## src/audio_frame_ring_drop_oldest_macros.svh

```systemverilog
// assertion macros for the audio frame ring
`ifndef AUDIO_FRAME_RING_DROP_OLDEST_MACROS_SVH
`define AUDIO_FRAME_RING_DROP_OLDEST_MACROS_SVH
`ifndef SYNTH
`define AFRDO_ASSERT(label, expr) \
    label: assert property (@(posedge clk) disable iff (!rst_n) (expr)) \
        else $error("afrdo check failed");
`define AFRDO_IMPLIES(label, lhs, rhs) \
    label: assert property (@(posedge clk) disable iff (!rst_n) (lhs) |-> (rhs)) \
        else $error("afrdo check failed");
`define AFRDO_IMPLIES_NEXT(label, lhs, rhs) \
    label: assert property (@(posedge clk) disable iff (!rst_n) (lhs) |=> (rhs)) \
        else $error("afrdo check failed");
`else
`define AFRDO_ASSERT(label, expr)
`define AFRDO_IMPLIES(label, lhs, rhs)
`define AFRDO_IMPLIES_NEXT(label, lhs, rhs)
`endif
`endif

```

## src/afrdo_pkg.sv

```systemverilog
// shared types and constants of the audio frame ring
`timescale 1ns / 1ps
package afrdo_pkg;

    localparam int CAPACITY_DEF      = 16;
    localparam int FRAME_SAMPLES_DEF = 32;
    localparam int OPC_W             = 2;
    localparam int SAMPLE_W          = 16;
    localparam int FRAMES_W          = 5;
    localparam int TOTAL_W           = 32;

    typedef enum logic [OPC_W-1:0] {
        OP_PUSH  = 2'd0,
        OP_POP   = 2'd1,
        OP_CLEAR = 2'd2
    } opcode_t;

    typedef enum logic {
        BK_IDLE,
        BK_RUN
    } back_state_t;

    // one unit of work handed from the front to the back
    typedef struct packed {
        logic                run;
        logic                ok;
        logic [FRAMES_W-1:0] frames;
        logic [TOTAL_W-1:0]  underflow;
        logic [TOTAL_W-1:0]  overflow;
    } job_t;

    localparam int JOB_W = $bits(job_t);

endpackage

```

## src/afrdo_if.sv

```systemverilog
// request and result channel interfaces of the audio frame ring
`timescale 1ns / 1ps
interface afrdo_in_if import afrdo_pkg::*; ();
    logic                       valid;
    logic                       ready;
    logic [OPC_W-1:0]           opcode;
    logic signed [SAMPLE_W-1:0] sample_in;

    modport source (output valid, output opcode, output sample_in, input ready);
    modport sink (input valid, input opcode, input sample_in, output ready);
endinterface


```

## src/afrdo_front.sv

```systemverilog
// front: takes requests, keeps ring pointers and counters, writes samples
`timescale 1ns / 1ps
module afrdo_front import afrdo_pkg::*; #(
    parameter int CAPACITY      = CAPACITY_DEF,
    parameter int FRAME_SAMPLES = FRAME_SAMPLES_DEF,
    parameter int STORE_WORDS   = CAPACITY * FRAME_SAMPLES,
    parameter int AW            = (STORE_WORDS > 1) ? $clog2(STORE_WORDS) : 1
) (
    input  logic                clk,
    input  logic                rst_n,
    afrdo_in_if.sink            in_ch,
    input  logic                run_done,
    input  logic                q_ready,
    output logic                q_valid,
    output job_t                q_job,
    output logic [AW-1:0]       q_base,
    output logic                mem_we,
    output logic [AW-1:0]       mem_waddr,
    output logic [SAMPLE_W-1:0] mem_wdata
);

    localparam int CNT_W = $clog2(CAPACITY + 1);
    localparam int POS_W = (FRAME_SAMPLES > 1) ? $clog2(FRAME_SAMPLES) : 1;

    logic [CNT_W-1:0]   count_reg, count_next;
    logic [POS_W-1:0]   wpos_reg, wpos_next;
    logic [AW-1:0]      waddr_reg, waddr_next;
    logic [AW-1:0]      rbase_reg, rbase_next;
    logic [TOTAL_W-1:0] ufl_reg, ufl_next;
    logic [TOTAL_W-1:0] ovf_reg, ovf_next;
    logic               run_out_reg, run_out_next;
    logic               accept;
    logic [AW-1:0]      rbase_step;
    logic [CNT_W+FRAMES_W-1:0] cnt_ext;

    assign in_ch.ready = q_ready && !run_out_reg;
    assign accept      = in_ch.valid && in_ch.ready;
    assign rbase_step  = (rbase_reg == AW'(STORE_WORDS - FRAME_SAMPLES)) ? '0
                                                                          : rbase_reg + AW'(FRAME_SAMPLES);

    assign mem_waddr = waddr_reg;
    assign mem_wdata = in_ch.sample_in;
    assign q_valid   = accept;
    assign q_base    = rbase_reg;

    always_comb
    begin
        logic [CNT_W-1:0] cnt_mid;
        cnt_mid      = count_reg;
        count_next   = count_reg;
        wpos_next    = wpos_reg;
        waddr_next   = waddr_reg;
        rbase_next   = rbase_reg;
        ufl_next     = ufl_reg;
        ovf_next     = ovf_reg;
        run_out_next = run_out_reg;
        mem_we       = 1'b0;
        q_job.run    = 1'b0;
        q_job.ok     = 1'b1;
        if (run_done)
        begin
            run_out_next = 1'b0;
        end
        if (accept)
        begin
            case (in_ch.opcode)
                OP_PUSH:
                begin
                    // a new frame on a full ring drops the oldest one
                    if (wpos_reg == '0 && count_reg == CNT_W'(CAPACITY))
                    begin
                        rbase_next = rbase_step;
                        cnt_mid    = CNT_W'(CAPACITY - 1);
                        ovf_next   = ovf_reg + TOTAL_W'(1);
                    end
                    mem_we     = 1'b1;
                    waddr_next = (waddr_reg == AW'(STORE_WORDS - 1)) ? '0
                                                                     : waddr_reg + AW'(1);
                    if (wpos_reg == POS_W'(FRAME_SAMPLES - 1))
                    begin
                        wpos_next  = '0;
                        count_next = cnt_mid + CNT_W'(1);
                    end
                    else
                    begin
                        wpos_next  = wpos_reg + POS_W'(1);
                        count_next = cnt_mid;
                    end
                end
                OP_POP:
                begin
                    if (count_reg == '0)
                    begin
                        ufl_next = ufl_reg + TOTAL_W'(1);
                        q_job.ok = 1'b0;
                    end
                    else
                    begin
                        q_job.run    = 1'b1;
                        rbase_next   = rbase_step;
                        count_next   = count_reg - CNT_W'(1);
                        run_out_next = 1'b1;
                    end
                end
                OP_CLEAR:
                begin
                    count_next = '0;
                    wpos_next  = '0;
                    waddr_next = '0;
                    rbase_next = '0;
                end
                default:
                begin
                    q_job.ok = 1'b0;
                end
            endcase
        end
        cnt_ext         = {{FRAMES_W{1'b0}}, count_next};
        q_job.frames    = cnt_ext[FRAMES_W-1:0];
        q_job.underflow = ufl_next;
        q_job.overflow  = ovf_next;
    end

    always_ff @(posedge clk or negedge rst_n)
    begin
        if (!rst_n)
        begin
            count_reg   <= '0;
            wpos_reg    <= '0;
            waddr_reg   <= '0;
            rbase_reg   <= '0;
            ufl_reg     <= '0;
            ovf_reg     <= '0;
            run_out_reg <= 1'b0;
        end
        else
        begin
            count_reg   <= count_next;
            wpos_reg    <= wpos_next;
            waddr_reg   <= waddr_next;
            rbase_reg   <= rbase_next;
            ufl_reg     <= ufl_next;
            ovf_reg     <= ovf_next;
            run_out_reg <= run_out_next;
        end
    end

endmodule

```

## src/flat_wrapper.sv

```systemverilog
// flat-port wrapper written by rule: the top's interface ports become plain ports
module afrdo_front_flat import afrdo_pkg::*;
#(
    parameter int CAPACITY      = CAPACITY_DEF,
    parameter int FRAME_SAMPLES = FRAME_SAMPLES_DEF,
    parameter int STORE_WORDS   = CAPACITY * FRAME_SAMPLES,
    parameter int AW            = (STORE_WORDS > 1) ? $clog2(STORE_WORDS) : 1
)
  (clk, rst_n, run_done, q_ready, q_valid, q_job, q_base, mem_we, mem_waddr, mem_wdata, in_ch_valid, in_ch_opcode, in_ch_sample_in, in_ch_ready);
  afrdo_in_if in_ch_i ();
  input  logic clk;
  input  logic rst_n;
  input  logic run_done;
  input  logic q_ready;
  output logic q_valid;
  output job_t q_job;
  output logic [AW-1:0] q_base;
  output logic mem_we;
  output logic [AW-1:0] mem_waddr;
  output logic [SAMPLE_W-1:0] mem_wdata;
  input wire logic [$bits(in_ch_i.valid)-1:0] in_ch_valid;
  input wire logic [$bits(in_ch_i.opcode)-1:0] in_ch_opcode;
  input wire logic [$bits(in_ch_i.sample_in)-1:0] in_ch_sample_in;
  output wire logic [$bits(in_ch_i.ready)-1:0] in_ch_ready;
  assign in_ch_i.valid = in_ch_valid;
  assign in_ch_i.opcode = in_ch_opcode;
  assign in_ch_i.sample_in = in_ch_sample_in;
  assign in_ch_ready = in_ch_i.ready;
  afrdo_front #(.CAPACITY(CAPACITY), .FRAME_SAMPLES(FRAME_SAMPLES), .STORE_WORDS(STORE_WORDS), .AW(AW)) u_core (.clk(clk), .rst_n(rst_n), .in_ch(in_ch_i), .run_done(run_done), .q_ready(q_ready), .q_valid(q_valid), .q_job(q_job), .q_base(q_base), .mem_we(mem_we), .mem_waddr(mem_waddr), .mem_wdata(mem_wdata));
endmodule
```

## config.mk

```make
export PLATFORM = sky130hd
export DESIGN_NAME = afrdo_front_flat
export DESIGN_NICKNAME = d
export VERILOG_FILES = /design/src/audio_frame_ring_drop_oldest_macros.svh /design/src/afrdo_pkg.sv /design/src/afrdo_if.sv /design/src/afrdo_front.sv /design/src/flat_wrapper.sv
export SDC_FILE = /design/constraint.sdc
export NUM_CORES = 1
export LEC_CHECK = 0
export BUFFER_PORTS_ARGS = -buffer_cell sky130_fd_sc_hd__buf_2
export CORE_MARGIN = 1.5
export CORE_UTILIZATION = 40
export CTS_CLUSTER_DIAMETER = 50
export DETAILED_ROUTE_END_ITERATION = 8
export GPL_TIMING_DRIVEN = 0
export PLACE_DENSITY = 0.64
export SLEW_MARGIN = 20
export SYNTH_ARGS = -nofsm -noshare
export SYNTH_HDL_FRONTEND = slang
export SYNTH_SLANG_ARGS = --single-unit
```

## constraint.sdc

```tcl
create_clock -name clk -period 4.5 [get_ports clk]
set_input_delay 0.45 -clock clk [delete_from_list [all_inputs] [get_ports clk]]
set_output_delay 0.45 -clock clk [all_outputs]
set_load 0.02 [all_outputs]
```

**Yosys cells after proc, flatten, opt, wreduce, memory -nomap -nowiden**

Cells that the tools add are included.

- Bits in registers: 93
- Latch bits: 0
- RAM bits: 0
- Memory bits (read-only): 0
- Input bits: 23
- Output and inout port bits: 108
- Logic and storage cells: 65
- Memories kept: 0

- Add/subtract/negate cells: 7
- Multipliers: 0
- Div/mod/pow operators: 0
- Order comparisons: 0
- Eq/ne operators: 8
- Shift operators: 0
- Muxes and demuxes: 31
- Bitwise gates (word level): 0
- Reductions and logical operators: 12

Operators by type and width:

| cell | number |
|---|---|
| $mux 32 | 6 |
| $add 32x1->32 const B | 2 |
| $mux 9 | 4 |
| $mux 5 | 7 |
| $pmux 9 s3 | 1 |
| $eq 9x9->1 const B | 2 |
| $pmux 9 s2 | 1 |
| $pmux 5 s3 | 1 |
| $add 5x1->5 const B | 2 |
| $eq 5x5->1 const B | 2 |
| $logic_not 5->1 | 2 |
| $pmux 5 s2 | 1 |
| $add 9x1->9 const B | 1 |
| $add 9x6->9 const B | 1 |
| $mux 1 | 8 |
| $sub 5x1->5 const B | 1 |
| $reduce_and 4->1 | 1 |
| $logic_and 1x1->1 | 3 |
| $reduce_bool 3->1 | 1 |
| $eq 2x1->1 const B | 1 |
| $eq 2x2->1 const B | 1 |
| $logic_not 2->1 | 1 |
| $mux 2 | 1 |
| $ne 2x1->1 const B | 1 |
| 6 further kinds | 6 |

**Depth between registers and ports, before layout**

- Word-level depth: 9
- Depth in mapped cells: 9
- Depth with buffers taken out: 9

**Worst setup path before layout**

No wires, ideal clock.

- Kind: reg-to-output
- Start: register u_core.count_reg[0]
- End: output port q_job[46] (netlist bit)
- Arrival time: 2.290 ns
- Required time: 4.050 ns
- Setup slack: 1.760 ns
- Cell stages (with the launch flop): 8
- Path buffers: 0
- Path through: dfrtp_1 inv_1 ha_1 or4b_4 nor4_4 and2_1 nand4_1 xnor2_1

RTL lines:

| what | line | text |
|---|---|---|
| from (decl) | afrdo_front.sv:25 | `logic [CNT_W-1:0] count_reg, count_next;` |
| from (signal assigned) | afrdo_front.sv:138 | `count_reg <= count_next;` |
| to (decl) | flat_wrapper.sv:16 | `output job_t q_job;` |

==> results.md <==
* Outcome: finished clean
* Largest net degree at the start of global routing at 66
* Drt first pass iters at 4
* Unique masters post-synth at 51
* Routed Antenna Nets at 0
* Initial Utilization at a little over two fifths
* Worst min-delay path class: input port to flip-flop
* Synth warnings at 0
* PnR worst setup slack at 1030 ps
* Hold slack at roughly 370 ps
* GP Congestion at around 0.88
* Final Power at 2.24 mW
* Setup Crit Path Kind: flip-flop to primary output
* Placed instance area at 0.00535 mm2
* Fin crit share at approximately 77%
* Final layout net count at 617
* Placed wire-length estimate at 7670 um
* Critical Path Sink Type: primary output
* WL final at roughly 10000 um
* Vias per cell at ~5.1
* Worst vdd ir at between 0.0004 and 0.0005 V
* Endpoints failing setup at 0
* Max-slew violations at 0
* Layout cells sized above 1 at between 20% and 30%
* Chip width at ~110 um
* Via count at between 3000 and 4000
* Max cap viols at 0
* Avg WL per Cell at ~14 um
* I/O pin count at between 100 and 150
* Fin util at approximately half
* Clk_skew at 8.44 ps
* Placed cells at between 700 and 800
* EDFF count, synth at 0
* DRT iter0 DRCs at around 190
* Final Critical Period at around 3500 ps
* Root buffer cell: clkbuf_16
* Pwr/cell area at a little under 400 mW/mm2
* Area growth syn-to-layout at 23.7%
* Max Clock Freq at ~0.29 GHz
* GRT Total Usage at ~18%
* Leak at a little under 3 nW
* Worst-margin pin slew at about 700 ps
* Sequential share of the synthesized area at between 40% and 50%
* IO buf count at between 100 and 150
* GRT overflow at 0
* Post-Place Worst Slack at roughly 1400 ps
* Num CTS Buffers at 9
* Initial antenna violation count at 0
* Height of the die at roughly 110 um
* Worst slew margin at a little over half
* Reg-to-reg setup timing slack at ~1900 ps
* RSZ-0062 raised after global routing: false
* Clk slew on worst S/H paths at 60 ps
* Hold Fails Final Rpt at 0
* Layout Cells excl Fill at 730
* Full die area at about 0.012 mm2
* Max clock buf depth at 2
* Design Area, Final at approximately 0.0057 mm2
* DRC Markers at 0
* CORE AREA at between 0.01 and 0.015 mm2
* Post-CTS Setup Repair Bufs at 0
* Worst skew pair latency at between 300 and 400 ps
* Worst r2r path cells at 7
* Seq cells post-synth at 88
* HP Start: run_done
* Asr flop ratio synth at between 90% and 100%
* Syn avg cell area at between 9 and 10 um2
* TritonCTS clock tree: yes
* Hold path depth at 3
* Synthesized instance count at roughly 460
* First-pass GRT wire length at around 17000 um
* FP Rows at 38
* Crit Path Max Fanout at 7
* Reg-to-reg startpoint: u_core.count_reg[0]
* Worst endpoint required time at 4050 ps
* CTS H-tree lvls at 3
* Vias in the first global route at around 3400
* Synth Flop Type: dfrtp_1
* Crit path arrival time at approximately 3000 ps
* Antenna cell count at 0
* CTS Sinks at approximately 90
* Final setup TNS at 0 ps
* Critical Path Start Type: flip-flop
* Worst R2R End: u_core.ovf_reg[27]
* Worst Hold End: u_core.run_out_reg
* Mapped Area at roughly 0.0046 mm2
## placed cells by master, fill, tap and decap left out, types with 3 or more instances in the layout
| cell | Yosys | layout |
|---|---|---|
| buf_2 | 2 | 110 |
| dfrtp_1 | 88 | 88 |
| nand2_1 | 41 | 41 |
| xnor2_1 | 35 | 35 |
| nand3_1 | 34 | 34 |
| nor2_1 | 34 | 34 |
| o21ai_0 | 28 | 28 |
| xor2_1 | 28 | 28 |
| buf_4 | 21 | 21 |
| nand4_1 | 19 | 19 |
| and3_1 | 16 | 16 |
| nor3_1 | 16 | 16 |
| inv_1 | 15 | 15 |
| ha_1 | 9 | 9 |
| clkbuf_16 | 0 | 9 |
| nand2b_1 | 8 | 8 |
| and4_1 | 8 | 8 |
| clkbuf_1 | 4 | 5 |
| conb_1 | 1 | 5 |
| mux2_2 | 4 | 4 |
| nor4_1 | 4 | 4 |
| and2_1 | 4 | 4 |
| a21oi_1 | 3 | 3 |
## worst max-delay path: stages (launching register included)
cell,delay (ps)
dfrtp_1,430
inv_1,90
ha_1,220
nor3b_2,400
nand4_1,230
nor3_1,630
nand4_1,210
xnor2_1,260
buf_2,210
## logic make-up (layout without fill, tap and decap cells)
group	count (synthesis)	count (layout)	share of synthesized area, %
and+or+nand+nor	205	205	24.9
DFF	88	88	48.0
xor gates and xnor gates	63	63	12.0
AOI/OAI and AO/OA	47	47	6.25
buffers and inverters	42	169	5.21
adders and majority gates	9	9	2.46
muxes	4	4	0.982
other	1	5	0.0818
## layout make-up
class,instances,area (um2)
fill,1033,5310
sequential,88,2200
multi-input combinational,333,2160
timing repair buffer,111,589
clock buffer,12,256
buffer,27,183
tap,140,175
inverter,15,56.3
clock inverter,4,51.3
## report_power, final
group          total (mW)  switching [mW]  internal, mW  leakage, nW
registers           0.928          0.0774         0.851         1.18
clock network       0.771           0.309         0.462        0.149
logic               0.538           0.324         0.215         1.64
total                2.24           0.710          1.53         2.97
## Yosys cell counts (all sizes together), types with 5 or more instances
cell type	instances	area, um2
and4	8	70.1
buf	23	168
dfrtp	88	2200
nand4	20	131
xor2	28	245
ha	9	113
o21ai	28	140
and3	16	100
nor2	34	128
nor4	5	46.3
nand2b	8	50.1
nand3	34	170
xnor2	35	307
nor3	17	90.1
nand2	41	154
inv	15	56.3
## how the worst max path moves through the flow
| stage | startpoint | to | slack [ps] | cells past startpoint |
|---|---|---|---|---|
| 6_report | u_core.count_reg[0] | q_job[27] | 1030 | 8 |
| 3_5_place_dp | q_ready | q_job[63] | 1390 | 8 |
| 4_1_cts | u_core.count_reg[0] | q_job[58] | 1040 | 8 |
| 2_1_floorplan | u_core.count_reg[0] | q_job[46] | 1760 | 7 |
| 3_3_place_gp | q_ready | q_job[63] | 1390 | 8 |
| 5_1_grt | u_core.count_reg[0] | q_job[27] | 750 | 8 |
## metal layers
metal  up-vias  wire length [um]  GRT usage [%]
li1       1838                 -              -
met1      1782              4690           23.2
met2       109              4870           28.7
met3        10               787           6.70
met4         0                99           4.92
met5         -                 0              0
## repair_timing
action,4_1_cts,5_1_grt
gates resized for setup,0,0
hold endpoints to repair,23,0
hold buffers,1,0
(Power assumes the default switching activity.)
