[config.mk]
export PLATFORM = sky130hd
export DESIGN_NAME = afrdo_back_flat
export DESIGN_NICKNAME = d
export VERILOG_FILES = /design/src/afrdo_pkg.sv /design/src/afrdo_if.sv /design/src/afrdo_back.sv /design/src/flat_wrapper.sv
export VERILOG_INCLUDE_DIRS = /design/src /design/src/src
export SDC_FILE = /design/constraint.sdc
export NUM_CORES = 1
export LEC_CHECK = 0
export CAP_MARGIN = 20
export CORE_MARGIN = 8
export CORE_UTILIZATION = 50
export CTS_CLUSTER_DIAMETER = 80
export DETAILED_ROUTE_END_ITERATION = 10
export DONT_BUFFER_PORTS = 1
export HOLD_SLACK_MARGIN = 0.1
export PLACE_DENSITY_LB_ADDON = 0.05
export SYNTH_ARGS = -nofsm -noshare
export SYNTH_HDL_FRONTEND = slang
export SYNTH_SLANG_ARGS = --single-unit
[constraint.sdc]
create_clock -name clk -period 5.94 [get_ports clk]
set_input_delay 0.594 -clock clk [delete_from_list [all_inputs] [get_ports clk]]
set_output_delay 0.594 -clock clk [all_outputs]
set_load 0.02 [all_outputs]
[src/audio_frame_ring_drop_oldest_macros.svh]
// assertion macros for the audio frame ring
`ifndef AUDIO_FRAME_RING_DROP_OLDEST_MACROS_SVH
`define AUDIO_FRAME_RING_DROP_OLDEST_MACROS_SVH
`ifndef SYNTH
`define AFRDO_ASSERT(label, expr) \
    label: assert property (@(posedge clk) disable iff (!rst_n) (expr)) \
        else $error("afrdo check failed");
`define AFRDO_IMPLIES(label, lhs, rhs) \
    label: assert property (@(posedge clk) disable iff (!rst_n) (lhs) |-> (rhs)) \
        else $error("afrdo check failed");
`define AFRDO_IMPLIES_NEXT(label, lhs, rhs) \
    label: assert property (@(posedge clk) disable iff (!rst_n) (lhs) |=> (rhs)) \
        else $error("afrdo check failed");
`else
`define AFRDO_ASSERT(label, expr)
`define AFRDO_IMPLIES(label, lhs, rhs)
`define AFRDO_IMPLIES_NEXT(label, lhs, rhs)
`endif
`endif

[src/afrdo_pkg.sv]
// shared types and constants of the audio frame ring
`timescale 1ns / 1ps
package afrdo_pkg;

    localparam int CAPACITY_DEF      = 16;
    localparam int FRAME_SAMPLES_DEF = 32;
    localparam int OPC_W             = 2;
    localparam int SAMPLE_W          = 16;
    localparam int FRAMES_W          = 5;
    localparam int TOTAL_W           = 32;

    typedef enum logic [OPC_W-1:0] {
        OP_PUSH  = 2'd0,
        OP_POP   = 2'd1,
        OP_CLEAR = 2'd2
    } opcode_t;

    typedef enum logic {
        BK_IDLE,
        BK_RUN
    } back_state_t;

    // one unit of work handed from the front to the back
    typedef struct packed {
        logic                run;
        logic                ok;
        logic [FRAMES_W-1:0] frames;
        logic [TOTAL_W-1:0]  underflow;
        logic [TOTAL_W-1:0]  overflow;
    } job_t;

    localparam int JOB_W = $bits(job_t);

endpackage

[src/afrdo_if.sv]


interface afrdo_out_if import afrdo_pkg::*; ();
    logic                       valid;
    logic                       ready;
    logic signed [SAMPLE_W-1:0] sample_out;
    logic                       last;
    logic                       ok;
    logic [FRAMES_W-1:0]        frames_held;
    logic [TOTAL_W-1:0]         underflow_total;
    logic [TOTAL_W-1:0]         overflow_total;

    modport source (output valid, output sample_out, output last, output ok,
                    output frames_held, output underflow_total, output overflow_total,
                    input ready);
    modport sink (input valid, input sample_out, input last, input ok,
                  input frames_held, input underflow_total, input overflow_total,
                  output ready);
endinterface

[src/afrdo_back.sv]
// back: turns jobs into results, reads popped frames out of the ram
`timescale 1ns / 1ps
`include "audio_frame_ring_drop_oldest_macros.svh"
module afrdo_back import afrdo_pkg::*; #(
    parameter int CAPACITY      = CAPACITY_DEF,
    parameter int FRAME_SAMPLES = FRAME_SAMPLES_DEF,
    parameter int STORE_WORDS   = CAPACITY * FRAME_SAMPLES,
    parameter int AW            = (STORE_WORDS > 1) ? $clog2(STORE_WORDS) : 1
) (
    input  logic                clk,
    input  logic                rst_n,
    input  logic                q_valid,
    output logic                q_ready,
    input  job_t                q_job,
    input  logic [AW-1:0]       q_base,
    output logic                run_done,
    output logic                mem_re,
    output logic [AW-1:0]       mem_raddr,
    input  logic [SAMPLE_W-1:0] mem_rdata,
    afrdo_out_if.source         out_ch
);

    localparam int POS_W = (FRAME_SAMPLES > 1) ? $clog2(FRAME_SAMPLES) : 1;

    back_state_t         state_reg, state_next;
    logic                rd_pend_reg, rd_pend_next;
    logic                out_valid_reg, out_valid_next;
    logic [POS_W-1:0]    idx_reg;
    logic [AW-1:0]       base_reg;
    job_t                job_reg;
    logic [SAMPLE_W-1:0] sample_reg;
    logic                last_reg;
    logic                ok_reg;
    logic [FRAMES_W-1:0] frames_reg;
    logic [TOTAL_W-1:0]  ufl_reg;
    logic [TOTAL_W-1:0]  ovf_reg;
    logic                out_free;
    logic                take;
    logic                issue;
    logic                idx_last;

    assign out_free  = !out_valid_reg || out_ch.ready;
    assign idx_last  = (idx_reg == POS_W'(FRAME_SAMPLES - 1));
    assign mem_raddr = base_reg + AW'(idx_reg);
    assign mem_re    = issue;

    always_comb
    begin
        state_next     = state_reg;
        take           = 1'b0;
        issue          = 1'b0;
        run_done       = 1'b0;
        out_valid_next = out_valid_reg && !out_ch.ready;
        case (state_reg)
            BK_IDLE:
            begin
                take = q_valid && (q_job.run || out_free);
                if (take && !q_job.run)
                begin
                    out_valid_next = 1'b1;
                end
                if (take && q_job.run)
                begin
                    state_next = BK_RUN;
                end
            end
            BK_RUN:
            begin
                // read data lands while the output register is free
                issue = !rd_pend_reg && out_free;
                if (rd_pend_reg)
                begin
                    out_valid_next = 1'b1;
                    run_done       = idx_last;
                    if (idx_last)
                    begin
                        state_next = BK_IDLE;
                    end
                end
            end
            default:
            begin
                state_next = BK_IDLE;
            end
        endcase
        rd_pend_next = issue;
        q_ready      = take;
    end

    always_ff @(posedge clk or negedge rst_n)
    begin
        if (!rst_n)
        begin
            state_reg     <= BK_IDLE;
            rd_pend_reg   <= 1'b0;
            out_valid_reg <= 1'b0;
        end
        else
        begin
            state_reg     <= state_next;
            rd_pend_reg   <= rd_pend_next;
            out_valid_reg <= out_valid_next;
        end
    end

    always_ff @(posedge clk)
    begin
        if (take)
        begin
            job_reg  <= q_job;
            base_reg <= q_base;
            idx_reg  <= '0;
        end
        else if (rd_pend_reg)
        begin
            idx_reg <= idx_reg + POS_W'(1);
        end
        if (take && !q_job.run)
        begin
            sample_reg <= '0;
            last_reg   <= 1'b1;
            ok_reg     <= q_job.ok;
            frames_reg <= q_job.frames;
            ufl_reg    <= q_job.underflow;
            ovf_reg    <= q_job.overflow;
        end
        else if (rd_pend_reg)
        begin
            sample_reg <= mem_rdata;
            last_reg   <= idx_last;
            ok_reg     <= 1'b1;
            frames_reg <= job_reg.frames;
            ufl_reg    <= job_reg.underflow;
            ovf_reg    <= job_reg.overflow;
        end
    end

    assign out_ch.valid           = out_valid_reg;
    assign out_ch.sample_out      = sample_reg;
    assign out_ch.last            = last_reg;
    assign out_ch.ok              = ok_reg;
    assign out_ch.frames_held     = frames_reg;
    assign out_ch.underflow_total = ufl_reg;
    assign out_ch.overflow_total  = ovf_reg;

    `AFRDO_IMPLIES(a_pend_out_free, rd_pend_reg, !out_valid_reg)
    `AFRDO_IMPLIES(a_pend_in_run, rd_pend_reg, state_reg == BK_RUN)
    `AFRDO_IMPLIES_NEXT(a_pend_loads, rd_pend_reg, out_valid_reg)
    `AFRDO_ASSERT(a_no_take_in_run, !(state_reg == BK_RUN && q_ready))

endmodule

[src/flat_wrapper.sv]
// flat-port wrapper written by rule: the top's interface ports become plain ports
module afrdo_back_flat import afrdo_pkg::*;
#(
    parameter int CAPACITY      = CAPACITY_DEF,
    parameter int FRAME_SAMPLES = FRAME_SAMPLES_DEF,
    parameter int STORE_WORDS   = CAPACITY * FRAME_SAMPLES,
    parameter int AW            = (STORE_WORDS > 1) ? $clog2(STORE_WORDS) : 1
)
  (clk, rst_n, q_valid, q_ready, q_job, q_base, run_done, mem_re, mem_raddr, mem_rdata, out_ch_valid, out_ch_sample_out, out_ch_last, out_ch_ok, out_ch_frames_held, out_ch_underflow_total, out_ch_overflow_total, out_ch_ready);
  afrdo_out_if out_ch_i ();
  input  logic clk;
  input  logic rst_n;
  input  logic q_valid;
  output logic q_ready;
  input  job_t q_job;
  input  logic [AW-1:0] q_base;
  output logic run_done;
  output logic mem_re;
  output logic [AW-1:0] mem_raddr;
  input  logic [SAMPLE_W-1:0] mem_rdata;
  output wire logic [$bits(out_ch_i.valid)-1:0] out_ch_valid;
  output wire logic [$bits(out_ch_i.sample_out)-1:0] out_ch_sample_out;
  output wire logic [$bits(out_ch_i.last)-1:0] out_ch_last;
  output wire logic [$bits(out_ch_i.ok)-1:0] out_ch_ok;
  output wire logic [$bits(out_ch_i.frames_held)-1:0] out_ch_frames_held;
  output wire logic [$bits(out_ch_i.underflow_total)-1:0] out_ch_underflow_total;
  output wire logic [$bits(out_ch_i.overflow_total)-1:0] out_ch_overflow_total;
  input wire logic [$bits(out_ch_i.ready)-1:0] out_ch_ready;
  assign out_ch_valid = out_ch_i.valid;
  assign out_ch_sample_out = out_ch_i.sample_out;
  assign out_ch_last = out_ch_i.last;
  assign out_ch_ok = out_ch_i.ok;
  assign out_ch_frames_held = out_ch_i.frames_held;
  assign out_ch_underflow_total = out_ch_i.underflow_total;
  assign out_ch_overflow_total = out_ch_i.overflow_total;
  assign out_ch_i.ready = out_ch_ready;
  afrdo_back #(.CAPACITY(CAPACITY), .FRAME_SAMPLES(FRAME_SAMPLES), .STORE_WORDS(STORE_WORDS), .AW(AW)) u_core (.clk(clk), .rst_n(rst_n), .q_valid(q_valid), .q_ready(q_ready), .q_job(q_job), .q_base(q_base), .run_done(run_done), .mem_re(mem_re), .mem_raddr(mem_raddr), .mem_rdata(mem_rdata), .out_ch(out_ch_i));
endmodule
# Word level (Yosys, flattened, before mapping)
# Index checks and enable logic that the tools add are counted.
[op_classes]
eq_ne = 1
n_reduce_logical = 13
n_bitwise = 1
n_addsub = 2
muxes = 19
[op_table]
columns = ["cell", "n"]
rows = [
  ["$mux 32", 4],
  ["$mux 1", 11],
  ["$mux 5", 2],
  ["$add 9x5->9", 1],
  ["$logic_and 1x1->1", 6],
  ["$add 5x1->5 const B", 1],
  ["$eq 5x5->1 const B", 1],
  ["$logic_not 1->1", 4],
  ["$pmux 1 s2", 2],
  ["$logic_or 1x1->1", 2],
  ["$reduce_bool 2->1", 1],
  ["$not 1->1", 1],
]
[totals]
ff_bits = 173
word_cells = 50
inputBits = 100
output_inout_bits = 100

# Longest topological paths before layout
[depth]
word_depth = 7
depth_mapped = 6
mapped_depth_nobuf = 6

# Worst setup path after synthesis
# OpenSTA, ideal clock, no wires.
[synth_timing]
path_kind = "in2out"
from = "input port out_ch_ready"
to = "output port q_ready"
arrival_time_ps = 4945
t_required_ps = 5346
path_buffers = 0
path_slack_ps = 401
path_stages = 2
cell_sequence = "nor2b_1 -> a21oi_1"
[synth_via]
elab_chain_cells = 4
[synth_rtl]
columns = ["element", "line_no", "source"]
rows = [
  ["start, declared", "flat_wrapper.sv:28", "input wire logic [$bits(out_ch_i.ready)-1:0] out_ch_ready;"],
  ["$logic_or 1x1->1", "afrdo_back.sv:42", "assign out_free = !out_valid_reg || out_ch.ready;"],
  ["$logic_or 1x1->1", "afrdo_back.sv:57", "take = q_valid && (q_job.run || out_free);"],
  ["$logic_and 1x1->1", "afrdo_back.sv:57", ""],
  ["$mux 1", "afrdo_back.sv:54", "case (state_reg)"],
  ["end, declared", "flat_wrapper.sv:14", "output logic q_ready;"],
]
# Every way passes these cells.

# Worst setup path after layout
[layout_timing]
from = "register u_core.base_reg[0]"
to = "output port mem_raddr[8]"
[layout_via]
elab_chain_cells = 1
[layout_rtl]
columns = ["element", "line_no", "source"]
rows = [
  ["start, declared", "afrdo_back.sv:29", "logic [AW-1:0] base_reg;"],
  ["start signal, assigned", "afrdo_back.sv:111", "base_reg <= q_base;"],
  ["$add 9x5->9", "afrdo_back.sv:44", "assign mem_raddr = base_reg + AW'(idx_reg);"],
  ["end, declared", "flat_wrapper.sv:19", "output logic [AW-1:0] mem_raddr;"],
]
# Every way passes these cells.

==> flow_summary.yaml <==
outcome:
  status: "finished clean"
global_route:
  overflow: 0
  antenna_found_initial: 0
  grt_pass1_wl_microns: 19000
  grt_use_total_pct: 15.2
  grt_max_degree: 71
  grt_pass1_vias: 3193
setup_path:
  worstPathRequired_ns: 5.35
  worstRegToRegCells: 5
  cpPeakStageDelay_ns: 0.40
  critPathKind: "flop to primary output"
  worstPathArrival_ns: 2.21
  critPathCapture: "mem_raddr[8]"
  cp_max_fo: 2
  r2r_end: "u_core.out_ch.overflow_total[15]"
  cp_num_buf_inv: 0
  critPathTopFamily: "adder cells"
  r2r_start: "u_core.out_ch.valid"
  path_cells: "ha_1 -> fa_1 -> a21oi_1 -> o21ai_0 -> nand4_1 -> xnor2_1"
  cp-end-kind: "primary output"
  cp_slowest_cell: "fa_1"
  critPathLaunchType: "flop"
  cp.depth: 6
  r2r_slack_ns: 3.34
  startpoint: "u_core.base_reg[0]"
logic_synthesis:
  synth_top_area_cell: "edfxtp_1"
  yosysUniqueCellTypes: 34
  synth-edff-count: 148
  synth_cells: 345
  ys_ff_latch: 173
  synth_nets: 453
  seq_area_frac_synth_pct: 76.3
  synth.avg_cell_area_sq_um: 18.8
  yosys-top-cells-area: "edfxtp_1, mux2_2, dfxtp_1"
  synth_top_area_share_pct: 68.4
  yosysWarnings: 0
  netlist_area_sq_mm: 0.00650
  synth_ff_type: "edfxtp_1"
  ys_async_sr_fraction_pct: 1.73
drt:
  finalWirelength_microns: 12700
  initialDrtViolationCount: 176
  route.antenna.remaining_nets: 0
  wl_per_cell_microns: 23.4
  viasPerCell: 5.46
  drc: 0
  num_vias: 2967
  first_pass_iters: 4
floorplan:
  start_util_pct: 51.3
  die-area_sq_mm: 0.0169
  ioPinCount: 200
  fp.dieW_microns: 130
  core-area_sq_mm: 0.0127
  die_y_microns: 130
  fp-row-count: 41
cells_and_area:
  layout-drive-gt1-share_pct: 28.3
  multi_input_area_sq_mm: 0.00144
  layout_commonest_cell: "edfxtp_1"
  diodes: 0
  largest_reg_flops: 69
  fin_area_sq_mm: 0.00721
  ff_latch_area_sq_mm: 0.00496
  area_growth_pct: 10.9
  fill_cells: 990
  nNetsFinal: 466
  final_cell_mix: "edfxtp_1, mux2_2, dfxtp_1"
timing:
  relSlewSlack_pct: 30.2
  worst_pin_slew_ns: 1.05
  clock_skew_ns: 0.00738
  slew_viol_final: 0
  rsz0062_at_grt: "false"
  fmax_mhz: 356
  hold_viol_final: 0
  period_needed_ns: 2.81
  finalCritPeriodShare_pct: 47.2
  setup_tns_ns: 0
  setup_viol: 0
run:
  max_cap_viol_count: 0
place:
  dpl-instance-area_sq_mm: 0.00666
  hpwlAfterDp_microns: 8660
  io_buffers: 0
  gp_congestion: 0.738
power_and_ir_drop:
  ir_drop_mv: 0.234
  powerDensity_mw_per_mm2: 502
  leakage_nw: 2.47
  fin_total_pwr_mw: 3.62
clock_tree:
  post-cts-setup-buffer-count: 0
  cts_tree: "done"
  htreeDepth: 4
  ctsLongestPathBuffers: 2
  cts_root_buffer: "clkbuf_16"
  clock_latency_ns: 0.41
  numCtsBuffers: 17
  clk_pin_slew_ns: 0.07
  clkSinkCount: 173
worst_hold_path:
  hp-class: "input pin to flop"
[power by group]
part,switching [mW],internal [mW],total [mW]
combinational,0.348,0.178,0.527
sequential,0.410,1.68,2.09
clock,0.466,0.540,1.01
[through the flow]
stage | instances | hold WS, ns | setup WS, ns | utilization, %
after floorplan | 345 | 0.298 | 0.401 | -
after global placement | 510 | 0.299 | 3.33 | 52.6
after detailed placement | 510 | 0.299 | 3.27 | 52.6
after CTS | 543 | 0.248 | 3.09 | 56.9
after global routing | 543 | 0.240 | 2.97 | 56.9
final | 543 | 0.272 | 3.13 | 56.9
[timing repair]
| action | CTS | global route |
|---|---|---|
| hold buffers | 1 | 0 |
| endpoints found under the hold margin | 3 | 0 |
| gates resized for setup | 0 | 0 |
[Yosys cell counts (2+ instances only)]
| master | count |
|---|---|
| buf_2 | 3 |
| mux2_1 | 6 |
| a21oi_1 | 4 |
| dfrtp_1 | 3 |
| or2_2 | 2 |
| nand2_1 | 7 |
| dfxtp_1 | 22 |
| nor2_1 | 21 |
| buf_6 | 7 |
| xor2_1 | 4 |
| xnor2_1 | 5 |
| mux2i_1 | 18 |
| and3_1 | 2 |
| edfxtp_1 | 148 |
| mux2_2 | 63 |
| nand2b_1 | 2 |
| ha_1 | 7 |
| inv_1 | 2 |
| nand4_1 | 2 |
| o21ai_0 | 3 |
[worst min path at each step]
stage / depth (start not counted) / slack, ns / from / end
final: 0 / 0.27 / q_job[23] / u_core.job_reg[23]
after global routing: 0 / 0.24 / q_job[2] / u_core.job_reg[2]
after CTS: 0 / 0.25 / q_job[0] / u_core.job_reg[0]
after detailed placement: 0 / 0.30 / rst_n / u_core.out_ch.valid
after global placement: 0 / 0.30 / rst_n / u_core.out_ch.valid
after floorplan: 0 / 0.30 / rst_n / u_core.out_ch.valid
[cell families (layout without fill, tap and decap cells)]
| group | after synthesis | after routing | synth area share, % |
|---|---|---|---|
| AO/OA/AOI/OAI | 12 | 12 | 1.12 |
| adder cells (fa/ha/maj) | 8 | 8 | 1.66 |
| XOR/XNOR | 9 | 9 | 1.21 |
| buffers and inverters | 14 | 40 | 1.73 |
| AND/OR/NAND/NOR | 42 | 42 | 3.25 |
| multiplexers | 87 | 87 | 14.7 |
| flip-flops | 173 | 173 | 76.3 |
[cell type report]
| cell class | count | share of cell area (%) |
|---|---|---|
| multi-input combinational | 158 | 20.0 |
| sequential | 173 | 68.8 |
| timing repair buffer | 6 | 0.659 |
| inverter | 2 | 0.104 |
| clock inverter | 15 | 1.58 |
| tap | 172 | 2.98 |
| clock buffer | 17 | 5.90 |
[per-layer routing]
metal / wire length (microns) / part of all wire [%] / global-route usage [%] / vias up
li1: - / - / - / 1336
met1: 5190 / 41 / 17.8 / 1476
met2: 6000 / 47 / 23.6 / 141
met3: 1350 / 11 / 7.71 / 14
met4: 139 / 1.1 / 5.94 / 0
met5: 0 / 0 / 0 / -
(Power assumes the default switching activity.)
