[config.mk]
export PLATFORM = sky130hd
export DESIGN_NAME = afrdo_queue
export DESIGN_NICKNAME = d
export VERILOG_FILES = /design/src/audio_frame_ring_drop_oldest_macros.svh /design/src/afrdo_queue.sv
export SDC_FILE = /design/constraint.sdc
export NUM_CORES = 1
export LEC_CHECK = 0
export BUFFER_PORTS_ARGS = -buffer_cell sky130_fd_sc_hd__buf_2
export CAP_MARGIN = 0
export CORE_ASPECT_RATIO = 0.75
export CORE_MARGIN = 2
export CORE_UTILIZATION = 39
export CTS_CLUSTER_SIZE = 16
export DETAILED_ROUTE_END_ITERATION = 16
export GPL_ROUTABILITY_DRIVEN = 0
export PLACE_DENSITY_LB_ADDON = 0.12
export SYNTH_ARGS = -nofsm -noshare
export SYNTH_HDL_FRONTEND = slang
export SYNTH_SLANG_ARGS = --single-unit
[constraint.sdc]
create_clock -name clk -period 3.9 [get_ports clk]
set_input_delay 0.585 -clock clk [delete_from_list [all_inputs] [get_ports clk]]
set_output_delay 0.585 -clock clk [all_outputs]
set_load 0.005 [all_outputs]
[src/audio_frame_ring_drop_oldest_macros.svh]
// assertion macros for the audio frame ring
`ifndef AUDIO_FRAME_RING_DROP_OLDEST_MACROS_SVH
`define AUDIO_FRAME_RING_DROP_OLDEST_MACROS_SVH
`ifndef SYNTH
`define AFRDO_ASSERT(label, expr) \
    label: assert property (@(posedge clk) disable iff (!rst_n) (expr)) \
        else $error("afrdo check failed");
`define AFRDO_IMPLIES(label, lhs, rhs) \
    label: assert property (@(posedge clk) disable iff (!rst_n) (lhs) |-> (rhs)) \
        else $error("afrdo check failed");
`define AFRDO_IMPLIES_NEXT(label, lhs, rhs) \
    label: assert property (@(posedge clk) disable iff (!rst_n) (lhs) |=> (rhs)) \
        else $error("afrdo check failed");
`else
`define AFRDO_ASSERT(label, expr)
`define AFRDO_IMPLIES(label, lhs, rhs)
`define AFRDO_IMPLIES_NEXT(label, lhs, rhs)
`endif
`endif

[src/afrdo_queue.sv]
// two-entry job queue between front and back
`timescale 1ns / 1ps
module afrdo_queue #(
    parameter int WIDTH = 8
) (
    input  logic             clk,
    input  logic             rst_n,
    input  logic             wr_valid,
    output logic             wr_ready,
    input  logic [WIDTH-1:0] wr_data,
    output logic             rd_valid,
    input  logic             rd_ready,
    output logic [WIDTH-1:0] rd_data
);

    localparam logic [1:0] FILL_FULL = 2'd2;

    logic [WIDTH-1:0] slot_reg [2];
    logic [0:0]       wptr_reg;
    logic [0:0]       rptr_reg;
    logic [1:0]       fill_reg;
    logic [1:0]       fill_next;
    logic             wr;
    logic             rd;

    assign wr_ready = (fill_reg != FILL_FULL);
    assign rd_valid = (fill_reg != 2'd0);
    assign rd_data  = slot_reg[rptr_reg];
    assign wr       = wr_valid && wr_ready;
    assign rd       = rd_valid && rd_ready;

    always_comb
    begin
        fill_next = fill_reg;
        if (wr && !rd)
        begin
            fill_next = fill_reg + 2'd1;
        end
        else if (rd && !wr)
        begin
            fill_next = fill_reg - 2'd1;
        end
    end

    always_ff @(posedge clk or negedge rst_n)
    begin
        if (!rst_n)
        begin
            wptr_reg <= '0;
            rptr_reg <= '0;
            fill_reg <= '0;
        end
        else
        begin
            if (wr)
            begin
                wptr_reg <= ~wptr_reg;
            end
            if (rd)
            begin
                rptr_reg <= ~rptr_reg;
            end
            fill_reg <= fill_next;
        end
    end

    always_ff @(posedge clk)
    begin
        if (wr)
        begin
            slot_reg[wptr_reg] <= wr_data;
        end
    end

endmodule

## Word level (Yosys, flattened, before mapping)

Memory sizes are Yosys's and may differ from the RTL's.
Cells that the tools add are included.

| word-level totals | value |
|---|---|
| bits in registers | 4 |
| memory bits (writable) | 16 |
| output and inout port bits | 10 |
| logic and storage cells | 21 |
| bits of input ports | 12 |
| memories | 1 |

Memories:

| name | words | bits a word | read ports | clocked after memory_dff | wr ports | line | text |
|---|---|---|---|---|---|---|---|
| slot_reg | 2 | 8 | 1 | 0 | 1 | afrdo_queue.sv:18 | `logic [WIDTH-1:0] slot_reg [2];` |

| operators by class | value |
|---|---|
| eq/ne operators | 1 |
| add/sub/neg operators | 2 |
| reductions and logical operators | 8 |
| bitwise gates (word level) | 2 |
| mux-type cells | 4 |

Operators by type and width:

| operator | count |
|---|---|
| logical AND 1 bit | 4 |
| two-way mux 2 bit | 2 |
| nonzero test 2 bit | 2 |
| adder 2 x 1 -> 2 bit, second input constant | 1 |
| logical NOT 1 bit | 2 |
| two-way mux 1 bit | 2 |
| inequality test 2 bit, second input constant | 1 |
| NOT 1 bit | 2 |
| subtractor 2 x 1 -> 2 bit, second input constant | 1 |

## Logic depth before layout (Yosys ltp)

Gate-level depths: netlist (run 1).

| logic depth | value |
|---|---|
| depth after elaboration | 6 |
| depth in mapped cells | 7 |
| mapped depth without buffers | 7 |

## Least setup slack after synthesis (run 1)

OpenSTA, ideal clock, no wires.

| path | value |
|---|---|
| path type | register -> output |
| from | reg rptr_reg |
| to | out rd_data[0] |
| path slack | 2478 ps |
| data required time | 3315 ps |
| data arrival time | 837 ps |
| buffers on the path | 1 |
| stages on the path, launching flop included | 3 |
| path through | dfrtp_1 > buf_2 > mux2_2 |

| between the ends | value |
|---|---|
| word-level cells in the longest chain between the ends | 1 |

Ends and longest elaborated chain:

| what | line | text |
|---|---|---|
| start: declaration | afrdo_queue.sv:20 | `logic [0:0] rptr_reg;` |
| start signal: assignment | afrdo_queue.sv:61 | `rptr_reg <= ~rptr_reg;` |
| memory read (2 x 8 bit) | - |  |
| end: declaration | afrdo_queue.sv:13 | `output logic [WIDTH-1:0] rd_data` |

No other way between the ends.

## Worst setup path after layout (run 1)

| path | value |
|---|---|
| from | reg rptr_reg |
| to | out rd_data[2] |

The elaborated chain is that of the path after synthesis.

==> impl_results.rst, run 1 <==
.. list-table::
   :header-rows: 1

   * - Metric
     - Value
   * - Result of the run
     - finished, final reports clean
   * - Proportion of power drawn by the clock network
     - 23.0%
   * - Total negative slack
     - 0 ns
   * - Crit path capture type
     - output pin
   * - Floorplan core area
     - 0.001962 mm2
   * - Fill cell instance count of the final layout
     - 193
   * - Slew margin rel.
     - 52.09%
   * - Count of unique library cells instantiated by Yosys
     - 14
   * - Main synth FF type
     - edfxtp_1
   * - Synthesis-stage register bit count
     - 20
   * - MaxCap Viol Count
     - 0
   * - Pins Over Slew Limit
     - 0
   * - CTS clk-pin slew, worst paths
     - 0.11 ns
   * - Fin nets
     - 81
   * - Number of resized instances in the post-cts repair step
     - 0
   * - Starting Density
     - 40.11%
   * - WP data arrival
     - 1.38 ns
   * - Share of cells above drive strength 1
     - 53.73%
   * - Remaining antenna violation count
     - 0
   * - Final hold violations
     - 0
   * - I/O pin total
     - 22
   * - Worst setup slack before clock tree synthesis
     - 2.178 ns
   * - Number of standard cells after synthesis
     - 43
   * - Wire length after detailed routing
     - 1107 um
   * - Largest net degree at the start of global routing
     - 13
   * - Sequential share of power
     - 47.6%
   * - Required time of the worst setup path
     - 3.31 ns
   * - Number of enable-type register cells in the synthesized netlist
     - 16
   * - Dominant cell type by area after synthesis
     - edfxtp_1
   * - Number of standard-cell rows in the floorplan
     - 14
   * - Total DRC errors in the routed layout
     - 0
   * - Max rail drop VDD
     - 0.0003880 V
   * - Number of post-CTS setup repair buffers
     - 0
   * - Gr ovfl total
     - 0
   * - Detailed-placement wirelength estimate
     - 799.9 um
   * - Chip Height
     - 42.91 um
   * - Part of the Yosys area used for sequential elements
     - 73.77%
   * - Clock Tree Buf Depth
     - 2
   * - Detailed-routing iteration count for the pre-antenna-repair pass
     - 2
   * - WS Path Type
     - flop to output pin
   * - Psw
     - 0.1952 mW
   * - Startpoint types
     - flop
   * - Number of buffers created by CTS
     - 3
   * - Quantity of I/O buffers inserted on ports
     - 21
   * - Post-Layout Inst Area
     - 969.7 um2
   * - Placement-stage cell area
     - 917.1 um2
   * - Top cell type's share of synthesized area
     - 61.05%
   * - CTS H-Tree Depth
     - 1
   * - Asr flop ratio synth
     - 20.00%
   * - Top post-synthesis cells by count
     - edfxtp_1, mux2_2, dfrtp_1, xnor2_1
   * - Maximum operating frequency
     - 507.9 MHz
   * - Die width
     - 55.87 um
   * - Standby leakage power
     - 0.3964 nW
   * - Share of power burned in combinational logic
     - 29.3%
   * - Initial antenna violation count
     - 0
   * - Largest cells by area after synthesis
     - edfxtp_1, dfrtp_1, mux2_2
   * - Antenna Cells
     - 0
   * - Dominant cell by count in the synthesized netlist
     - edfxtp_1
   * - Via count of the first global-routing pass
     - 429
   * - Wire length of the first global-routing pass
     - 1863 um
   * - Number of design-rule violations left by the first detailed-router iteration
     - 4
   * - Min setup slack post-route
     - 1.931 ns
   * - Number of nets produced by synthesis
     - 56
   * - Clock network latency to the later pin of the worst-skew pair
     - 0.30 ns
   * - Crit path time final
     - 1.969 ns
   * - Share of the clock period used by the worst path after layout
     - 50.48%
   * - CTS root buffer
     - clkbuf_4
   * - Combined area of all synthesized cells
     - 787.0 um2
   * - Overall Global Routing Usage
     - 10.90%
   * - Worst Hold Class
     - input pin to asynchronous set/reset pin
   * - Number of setup violations in the final report
     - 0
   * - Syn. warnings
     - 0
   * - Via count
     - 426
   * - Unrepaired setup endpoints after global routing
     - false
   * - Worst Tran Pin Value
     - 0.7160 ns
   * - Clock tree from TritonCTS
     - yes
   * - Detailed-route wire length per cell
     - 12.16 um
   * - Post-layout total power
     - 0.7215 mW
   * - Pwr/cell area
     - 744.1 mW/mm2
   * - Share of total power consumed by net switching
     - 27.06%
   * - Clock sinks
     - 20
   * - Worst Clk Skew
     - 0.003815 ns
   * - Hold bufs inserted after CTS
     - 0
   * - Area of the die
     - 0.002397 mm2
   * - Syn_area_per_cell
     - 18.30 um2
   * - Int Pwr
     - 0.5263 mW
   * - Growth of design area from synthesis to finish
     - 23.21%
   * - Number of flip-flops in the largest register
     - 16
   * - Post-DR vias/cell
     - 4.681
   * - Maximum net fanout on the critical path
     - 9
==> power by group through the flow <==
| stage | Sequential (mW) | Combinational [mW] | Clock, mW |
|---|---|---|---|
| after floorplan | 0.325 | 0.166 | 0 |
| after global placement | 0.350 | 0.218 | 0 |
| after detailed placement | 0.351 | 0.216 | 0 |
| after CTS | 0.345 | 0.217 | 0.171 |
| after global routing | 0.355 | 0.236 | 0.178 |
| final | 0.344 | 0.212 | 0.166 |
==> metal layers <==
layer  vias up  wire (um)  GRT usage, %
met5         -          0             0
met4         0          0         2.857
met3         0        101         7.622
met2        15        534         16.67
met1       205        471         12.50
li1        206          -             -
==> worst max-delay path: stages, from the launching register on <==
cell,delay [ns]
dfrtp_1,0.58
mux2_2,0.38
buf_2,0.13
==> stage by stage <==
stage	hold WS (ns)	utilization [%]	instances
after floorplan	0.2894	-	43
after global placement	0.3962	46.75	87
after detailed placement	0.3963	46.75	87
after CTS	0.05945	49.43	91
after global routing	0.04654	49.43	91
final	0.07120	49.43	91
==> final timing paths <==
kind | to | depth (start not counted) | slack [ns] | from
worst max-delay path | rd_data[2] | 2 | 1.93 | rptr_reg$_DFFE_PN0P_
worst min-delay path | fill_reg[0]$_DFFE_PN0P_ | 1 | 0.07 | rst_n
worst max register to register | slot_reg[0][1]$_DFFE_PP_ | 3 | 2.28 | fill_reg[0]$_DFFE_PN0P_
worst min register to register | wptr_reg$_DFFE_PN0P_ | 1 | 0.50 | wptr_reg$_DFFE_PN0P_
max in group asynchronous | rptr_reg$_DFFE_PN0P_ | 1 | 3.71 | rst_n
min in group clk | slot_reg[1][7]$_DFFE_PP_ | 1 | 0.47 | wr_data[7]
==> logic make-up (layout without fill, tap and decap cells) <==
logic type	count (synthesis)	in the layout	synth area share, %
xor+xnor	5	5	5.565
fa+ha+maj	1	1	1.590
buf+inv	2	26	1.112
flops	20	20	73.77
mux	8	8	11.45
simple gates	7	7	6.518
==> layout by cell type (no fill, tap or decap), drive strengths merged <==
cell     n
dfrtp    4
xor2     2
xnor2    3
mux2     8
edfxtp  16
bufinv   1
and3     1
buf     21
inv      1
ha       1
nor2     2
nand2b   1
nand2    2
clkbuf   3
or2      1
==> cell type report <==
| cell class | count | area, um2 | share of cell area, % |
|---|---|---|---|
| inverters | 1 | 3.754 | 0.3871 |
| well taps | 24 | 30.03 | 3.097 |
| multi-input cells | 21 | 197.7 | 20.39 |
| clock inverters | 1 | 30.03 | 3.097 |
| clock buffers | 3 | 22.52 | 2.323 |
| repair buffers | 21 | 105.1 | 10.84 |
| flip-flops and latches | 20 | 580.6 | 59.87 |
No activity file was read; power rests on OpenSTA's default activity.
==> run 2, diff against run 1 <==
Clock period 3.9 ns to 1.6 ns, I/O delays scaled along.
==> run 2 against run 1 <==
Against the previous run:
- critical endpoint is now rd_data[0]
- critical path depth rose by 1
- combinational power grew to 2.9 times the previous value
- first-iteration DRC count down 25%
- count of clock-buffer cells in the layout unchanged
- clock power grew 140%
- final cell count up 5.5%
- setup slack got worse by 1.8 ns
- largest power group unchanged
- critical path type unchanged
==> impl_results.rst, run 2 (synthesis results as in run 1) <==
.. list-table::
   :header-rows: 1

   * - Metric
     - Value
   * - Detailed-route wire length per cell
     - 11.71 um
   * - CTS root buffer
     - clkbuf_4
   * - Die width
     - 55.87 um
   * - Startpoint types
     - flop
   * - Proportion of power drawn by the clock network
     - 22.0%
   * - Clock sinks
     - 20
   * - Reg2reg end
     - fill_reg[1]$_DFFE_PN0P_
   * - Number of setup violations in the final report
     - 0
   * - Clock tree from TritonCTS
     - yes
   * - Maximum net fanout on the critical path
     - 4
   * - Pins Over Slew Limit
     - 0
   * - Number of buffers created by CTS
     - 3
   * - Number of standard-cell rows in the floorplan
     - 14
   * - Int Pwr
     - 1.333 mW
   * - Commonest non-fill, non-tap cell in the layout
     - buf_2
   * - Antenna Cells
     - 0
   * - Overall Global Routing Usage
     - 10.93%
   * - Largest net degree at the start of global routing
     - 13
   * - Via count
     - 428
   * - Number of cells on the worst reg-to-reg path
     - 7
   * - Crit path time final
     - 1.518 ns
   * - Clock network latency to the later pin of the worst-skew pair
     - 0.30 ns
   * - Growth of design area from synthesis to finish
     - 28.14%
   * - Detailed-routing iteration count for the pre-antenna-repair pass
     - 4
   * - Fill cell instance count of the final layout
     - 184
   * - Quantity of I/O buffers inserted on ports
     - 21
   * - Number of design-rule violations left by the first detailed-router iteration
     - 3
   * - Crit path capture type
     - output pin
   * - Chip Height
     - 42.91 um
   * - Hold Crit Start
     - wr_data[7]
   * - Sequential cell area in the final layout
     - 581.8 um2
   * - Wire length after detailed routing
     - 1124 um
   * - CTS clk-pin slew, worst paths
     - 0.11 ns
   * - Worst setup slack before clock tree synthesis
     - 0.1815 ns
   * - Unrepaired setup endpoints after global routing
     - false
   * - Cell depth of the worst hold path
     - 1
   * - Slew margin rel.
     - 73.70%
   * - Pwr/cell area
     - 1801 mW/mm2
   * - Worst Clk Skew
     - 0.006449 ns
   * - Area of the die
     - 0.002397 mm2
   * - MaxCap Viol Count
     - 0
   * - Initial antenna violation count
     - 0
   * - Highest-count cells in the layout ignoring fill and taps
     - buf_2, edfxtp_1, mux2_2
   * - Footprint of the multi-input gates
     - 197.7 um2
   * - Share of cells above drive strength 1
     - 56.94%
   * - Remaining antenna violation count
     - 0
   * - Standby leakage power
     - 0.4187 nW
   * - Worst Tran Pin Value
     - 0.3945 ns
   * - Clock Tree Buf Depth
     - 2
   * - Floorplan core area
     - 0.001962 mm2
   * - Psw
     - 0.4839 mW
   * - WS Path Type
     - flop to output pin
   * - I/O pin total
     - 22
   * - Wire length of the first global-routing pass
     - 1863 um
   * - Number of flip-flops in the largest register
     - 16
   * - Final hold violations
     - 0
   * - Required time of the worst setup path
     - 1.36 ns
   * - Share of power burned in combinational logic
     - 34.2%
   * - Detailed-placement wirelength estimate
     - 851.9 um
   * - Fin nets
     - 86
   * - Maximum operating frequency
     - 658.8 MHz
   * - Starting Density
     - 40.11%
   * - Total negative slack
     - 0 ns
   * - Share of total power consumed by net switching
     - 26.64%
   * - Total DRC errors in the routed layout
     - 0
   * - Gr ovfl total
     - 0
   * - CTS H-Tree Depth
     - 1
   * - Setup slack of the worst register-to-register path
     - 0.16 ns
   * - Sequential share of power
     - 43.8%
   * - Terminating pin of the worst hold path
     - slot_reg[0][7]$_DFFE_PP_
   * - Max rail drop VDD
     - 0.0007779 V
   * - Worst Hold Class
     - input pin to flop
   * - Share of the clock period used by the worst path after layout
     - 94.86%
   * - Via count of the first global-routing pass
     - 422
   * - Post-DR vias/cell
     - 4.458
   * - WP data arrival
     - 1.28 ns
   * - Startpoint of the worst register-to-register path
     - fill_reg[0]$_DFFE_PN0P_
   * - Min setup slack post-route
     - 0.08218 ns
   * - Result of the run
     - finished, final reports clean
run 2: cell count changes in the layout (fill, tap and decap cells not counted), sizes merged:
cell         delta
buf             +4
dlygate4sd3     +1
run 2: how the worst max path moves through the flow:
stage / slack [ns] / startpoint / cells after the start / end
6_report: 0.08 / rptr_reg$_DFFE_PN0P_ / 3 / rd_data[0]
3_5_place_dp: 0.18 / fill_reg[0]$_DFFE_PN0P_ / 7 / fill_reg[1]$_DFFE_PN0P_
2_1_floorplan: 0.23 / fill_reg[0]$_DFFE_PN0P_ / 3 / slot_reg[0][0]$_DFFE_PP_
4_1_cts: 0.03 / rptr_reg$_DFFE_PN0P_ / 2 / rd_data[7]
5_1_grt: 0.008 / rptr_reg$_DFFE_PN0P_ / 3 / rd_data[0]
3_3_place_gp: 0.21 / fill_reg[0]$_DFFE_PN0P_ / 7 / fill_reg[1]$_DFFE_PN0P_
run 2: area by class of cell:
class	count	area share (%)
clock buffers	3	2.233
multi-input cells	21	19.60
clock inverters	1	2.978
inverters	1	0.3722
repair buffers	26	14.14
well taps	24	2.978
flip-flops and latches	20	57.69
run 2: power by group through the flow:
stage	sequential [mW]	clock, mW	combinational (mW)
6_report	0.796	0.399	0.622
5_1_grt	0.814	0.441	0.697
4_1_cts	0.844	0.414	0.559
3_5_place_dp	0.853	0	0.554
3_3_place_gp	0.848	0	0.557
2_1_floorplan	0.792	0	0.404
run 2: critical path, cell delays in order (launching register included):
cell and delay [ns]:
dfrtp_2 0.36, buf_2 0.16, mux2_2 0.34, buf_2 0.13
run 2: repair_timing:
item                                   in CTS  in global routing
buffers inserted                            0                  2
resized for setup                           1                  0
endpoints found under the hold margin       4                  0
hold buffers                                1                  0
setup endpoints to repair                   8                  7
run 2: metrics by stage:
stage | util [%] | power, mW | instance area [um2] | hold slack [ns] | std cells
3_3_place_gp | 47.51 | 1.405 | 932.1 | 0.05530 | 89
6_report | 51.40 | 1.817 | 1008 | 0.1232 | 96
2_1_floorplan | - | 1.196 | 787.0 | -0.05559 | 43
4_1_cts | 50.77 | 1.817 | 996.0 | 0.1115 | 94
3_5_place_dp | 47.51 | 1.407 | 932.1 | 0.05561 | 89
5_1_grt | 51.40 | 1.952 | 1008 | 0.09401 | 96
run 2: layer usage:
| layer | up-vias | global-route usage [%] | share of wire [%] |
|---|---|---|---|
| met3 | 0 | 7.317 | 10 |
| li1 | 214 | - | - |
| met1 | 198 | 13.17 | 42 |
| met4 | 0 | 0 | 0 |
| met5 | - | 0 | 0 |
| met2 | 16 | 17.62 | 48 |
==> run 3, diff against run 2 <==
Settings changed: CORE_MARGIN 2 to unset.
==> run 3 against run 2 <==
Against the previous run:
- core utilization is 3.2 points higher
- maximum frequency shrank 1.2%
- die area fell by 8.1%
- sequential power grew 5.7%
- non-clock buffer count is 3 lower
- clock power about the same
- flip-flop and latch count stayed put
- count of clock-buffer cells in the layout is the same
- clock skew decreased by 0.0035 ns
- routed wire length down 3.7%
- via count shrank 4.4%
==> impl_results.rst, run 3 (synthesis results as in run 1) <==
.. list-table::
   :header-rows: 1

   * - Metric
     - Value
   * - Detailed-route wire length per cell
     - 11.89 um
   * - CTS H-Tree Depth
     - 1
   * - Remaining antenna violation count
     - 0
   * - Slew margin rel.
     - 74.32%
   * - Detailed-routing iteration count for the pre-antenna-repair pass
     - 2
   * - Post-route core utilization
     - 54.61%
   * - Startpoint types
     - flop
   * - WS Path Type
     - flop to output pin
   * - Fin nets
     - 83
   * - Largest net degree at the start of global routing
     - 13
   * - Commonest non-fill, non-tap cell in the layout
     - buf_2
   * - CTS clk-pin slew, worst paths
     - 0.11 ns
   * - Clock tree from TritonCTS
     - yes
   * - Standby leakage power
     - 0.4047 nW
   * - Growth of design area from synthesis to finish
     - 25.28%
   * - Worst setup slack before clock tree synthesis
     - 0.1852 ns
   * - Fill cell instance count of the final layout
     - 165
   * - Worst Clk Skew
     - 0.002922 ns
   * - CTS root buffer
     - clkbuf_4
   * - Min setup slack post-route
     - 0.06307 ns
   * - Pwr/cell area
     - 1794 mW/mm2
   * - Maximum net fanout on the critical path
     - 9
   * - Total DRC errors in the routed layout
     - 0
   * - Total negative slack
     - 0 ns
   * - Chip Height
     - 40.91 um
   * - Number of design-rule violations left by the first detailed-router iteration
     - 5
   * - MaxCap Viol Count
     - 0
   * - Gr ovfl total
     - 0
   * - Area of the die
     - 0.002204 mm2
   * - Initial antenna violation count
     - 0
   * - Die width
     - 53.87 um
   * - Result of the run
     - finished, final reports clean
   * - Share of cells above drive strength 1
     - 55.07%
   * - Wire length after detailed routing
     - 1082 um
   * - Max rail drop VDD
     - 0.001038 V
   * - Worst Tran Pin Value
     - 0.3853 ns
   * - Quantity of I/O buffers inserted on ports
     - 21
   * - Share of the clock period used by the worst path after layout
     - 96.06%
   * - Via count of the first global-routing pass
     - 363
   * - Starting Density
     - 43.59%
   * - Detailed-placement wirelength estimate
     - 805.2 um
   * - I/O pin total
     - 22
   * - Crit path time final
     - 1.537 ns
   * - WP data arrival
     - 1.30 ns
   * - Number of buffers created by CTS
     - 3
   * - Post-DR vias/cell
     - 4.495
   * - Floorplan core area
     - 0.001805 mm2
   * - Crit path capture type
     - output pin
   * - Antenna Cells
     - 0
   * - Pins Over Slew Limit
     - 0
   * - Required time of the worst setup path
     - 1.36 ns
   * - Number of setup violations in the final report
     - 0
   * - Maximum operating frequency
     - 650.6 MHz
   * - Number of standard-cell rows in the floorplan
     - 13
   * - Overall Global Routing Usage
     - 11.42%
   * - Clock sinks
     - 20
   * - Unrepaired setup endpoints after global routing
     - false
   * - Via count
     - 409
   * - Highest-count cells in the layout ignoring fill and taps
     - buf_2, edfxtp_1, mux2_2
   * - Worst Hold Class
     - input pin to flop
   * - Clock Tree Buf Depth
     - 2
   * - Final hold violations
     - 0
   * - Post-route worst hold slack
     - 0.1258 ns
   * - Clock network latency to the later pin of the worst-skew pair
     - 0.29 ns
   * - Number of flip-flops in the largest register
     - 16
   * - Wire length of the first global-routing pass
     - 1545 um
==> run 3: report_power, final <==
group | switching (mW) | total, mW | internal (mW)
registers | 0.111 | 0.841 | 0.730
logic | 0.213 | 0.528 | 0.315
clock network | 0.147 | 0.400 | 0.253
total | 0.472 | 1.77 | 1.30
==> run 3: what timing repair did <==
item / in CTS / in global routing
endpoints found under the setup margin: 8 / 0
resized for setup: 1 / 0
buffers inserted: 0 / 0
endpoints found under the hold margin: 4 / 0
hold buffers: 1 / 0
==> run 3: worst paths after layout <==
check / slack (ns) / depth (start not counted) / to / from
min in group asynchronous: 0.26 / 2 / fill_reg[1]$_DFFE_PN0P_ / rst_n
min reg2reg: 0.50 / 1 / wptr_reg$_DFFE_PN0P_ / wptr_reg$_DFFE_PN0P_
max: 0.06 / 2 / rd_data[0] / rptr_reg$_DFFE_PN0P_
max reg2reg: 0.17 / 6 / fill_reg[1]$_DFFE_PN0P_ / fill_reg[0]$_DFFE_PN0P_
max in group asynchronous: 1.21 / 2 / rptr_reg$_DFFE_PN0P_ / rst_n
min: 0.13 / 1 / slot_reg[1][6]$_DFFE_PP_ / wr_data[6]
==> run 3: area by class of cell <==
| class | instances | area [um2] | area share, % |
|---|---|---|---|
| sequential | 20 | 581.8 | 59.01 |
| multi-input combinational | 21 | 197.7 | 20.05 |
| timing repair buffer | 23 | 122.6 | 12.44 |
| clock inverter | 1 | 30.03 | 3.046 |
| tap | 22 | 27.53 | 2.792 |
| clock buffer | 3 | 22.52 | 2.284 |
| inverter | 1 | 3.754 | 0.3807 |
==> run 3: worst max-delay path, cell delays in order (launching register included) <==
cell and delay [ns]:
dfrtp_2 0.51, mux2_2 0.37, buf_2 0.13
==> run 3: stage by stage <==
stage,cell area (um2),power (mW),std cells
after floorplan,787.0,1.196,43
after global placement,922.1,1.387,86
after detailed placement,922.1,1.393,86
after CTS,985.9,1.797,91
after global routing,985.9,1.867,91
final,985.9,1.769,91
==> run 3: layer usage <==
metal | wire (um) | up-vias | global-route usage, % | part of all wire (%)
met5 | 0 | - | 0 | 0
li1 | - | 206 | - | -
met3 | 88 | 0 | 7.407 | 8.1
met1 | 509 | 188 | 13.62 | 47
met4 | 0 | 0 | 3.947 | 0
met2 | 484 | 15 | 16.67 | 45
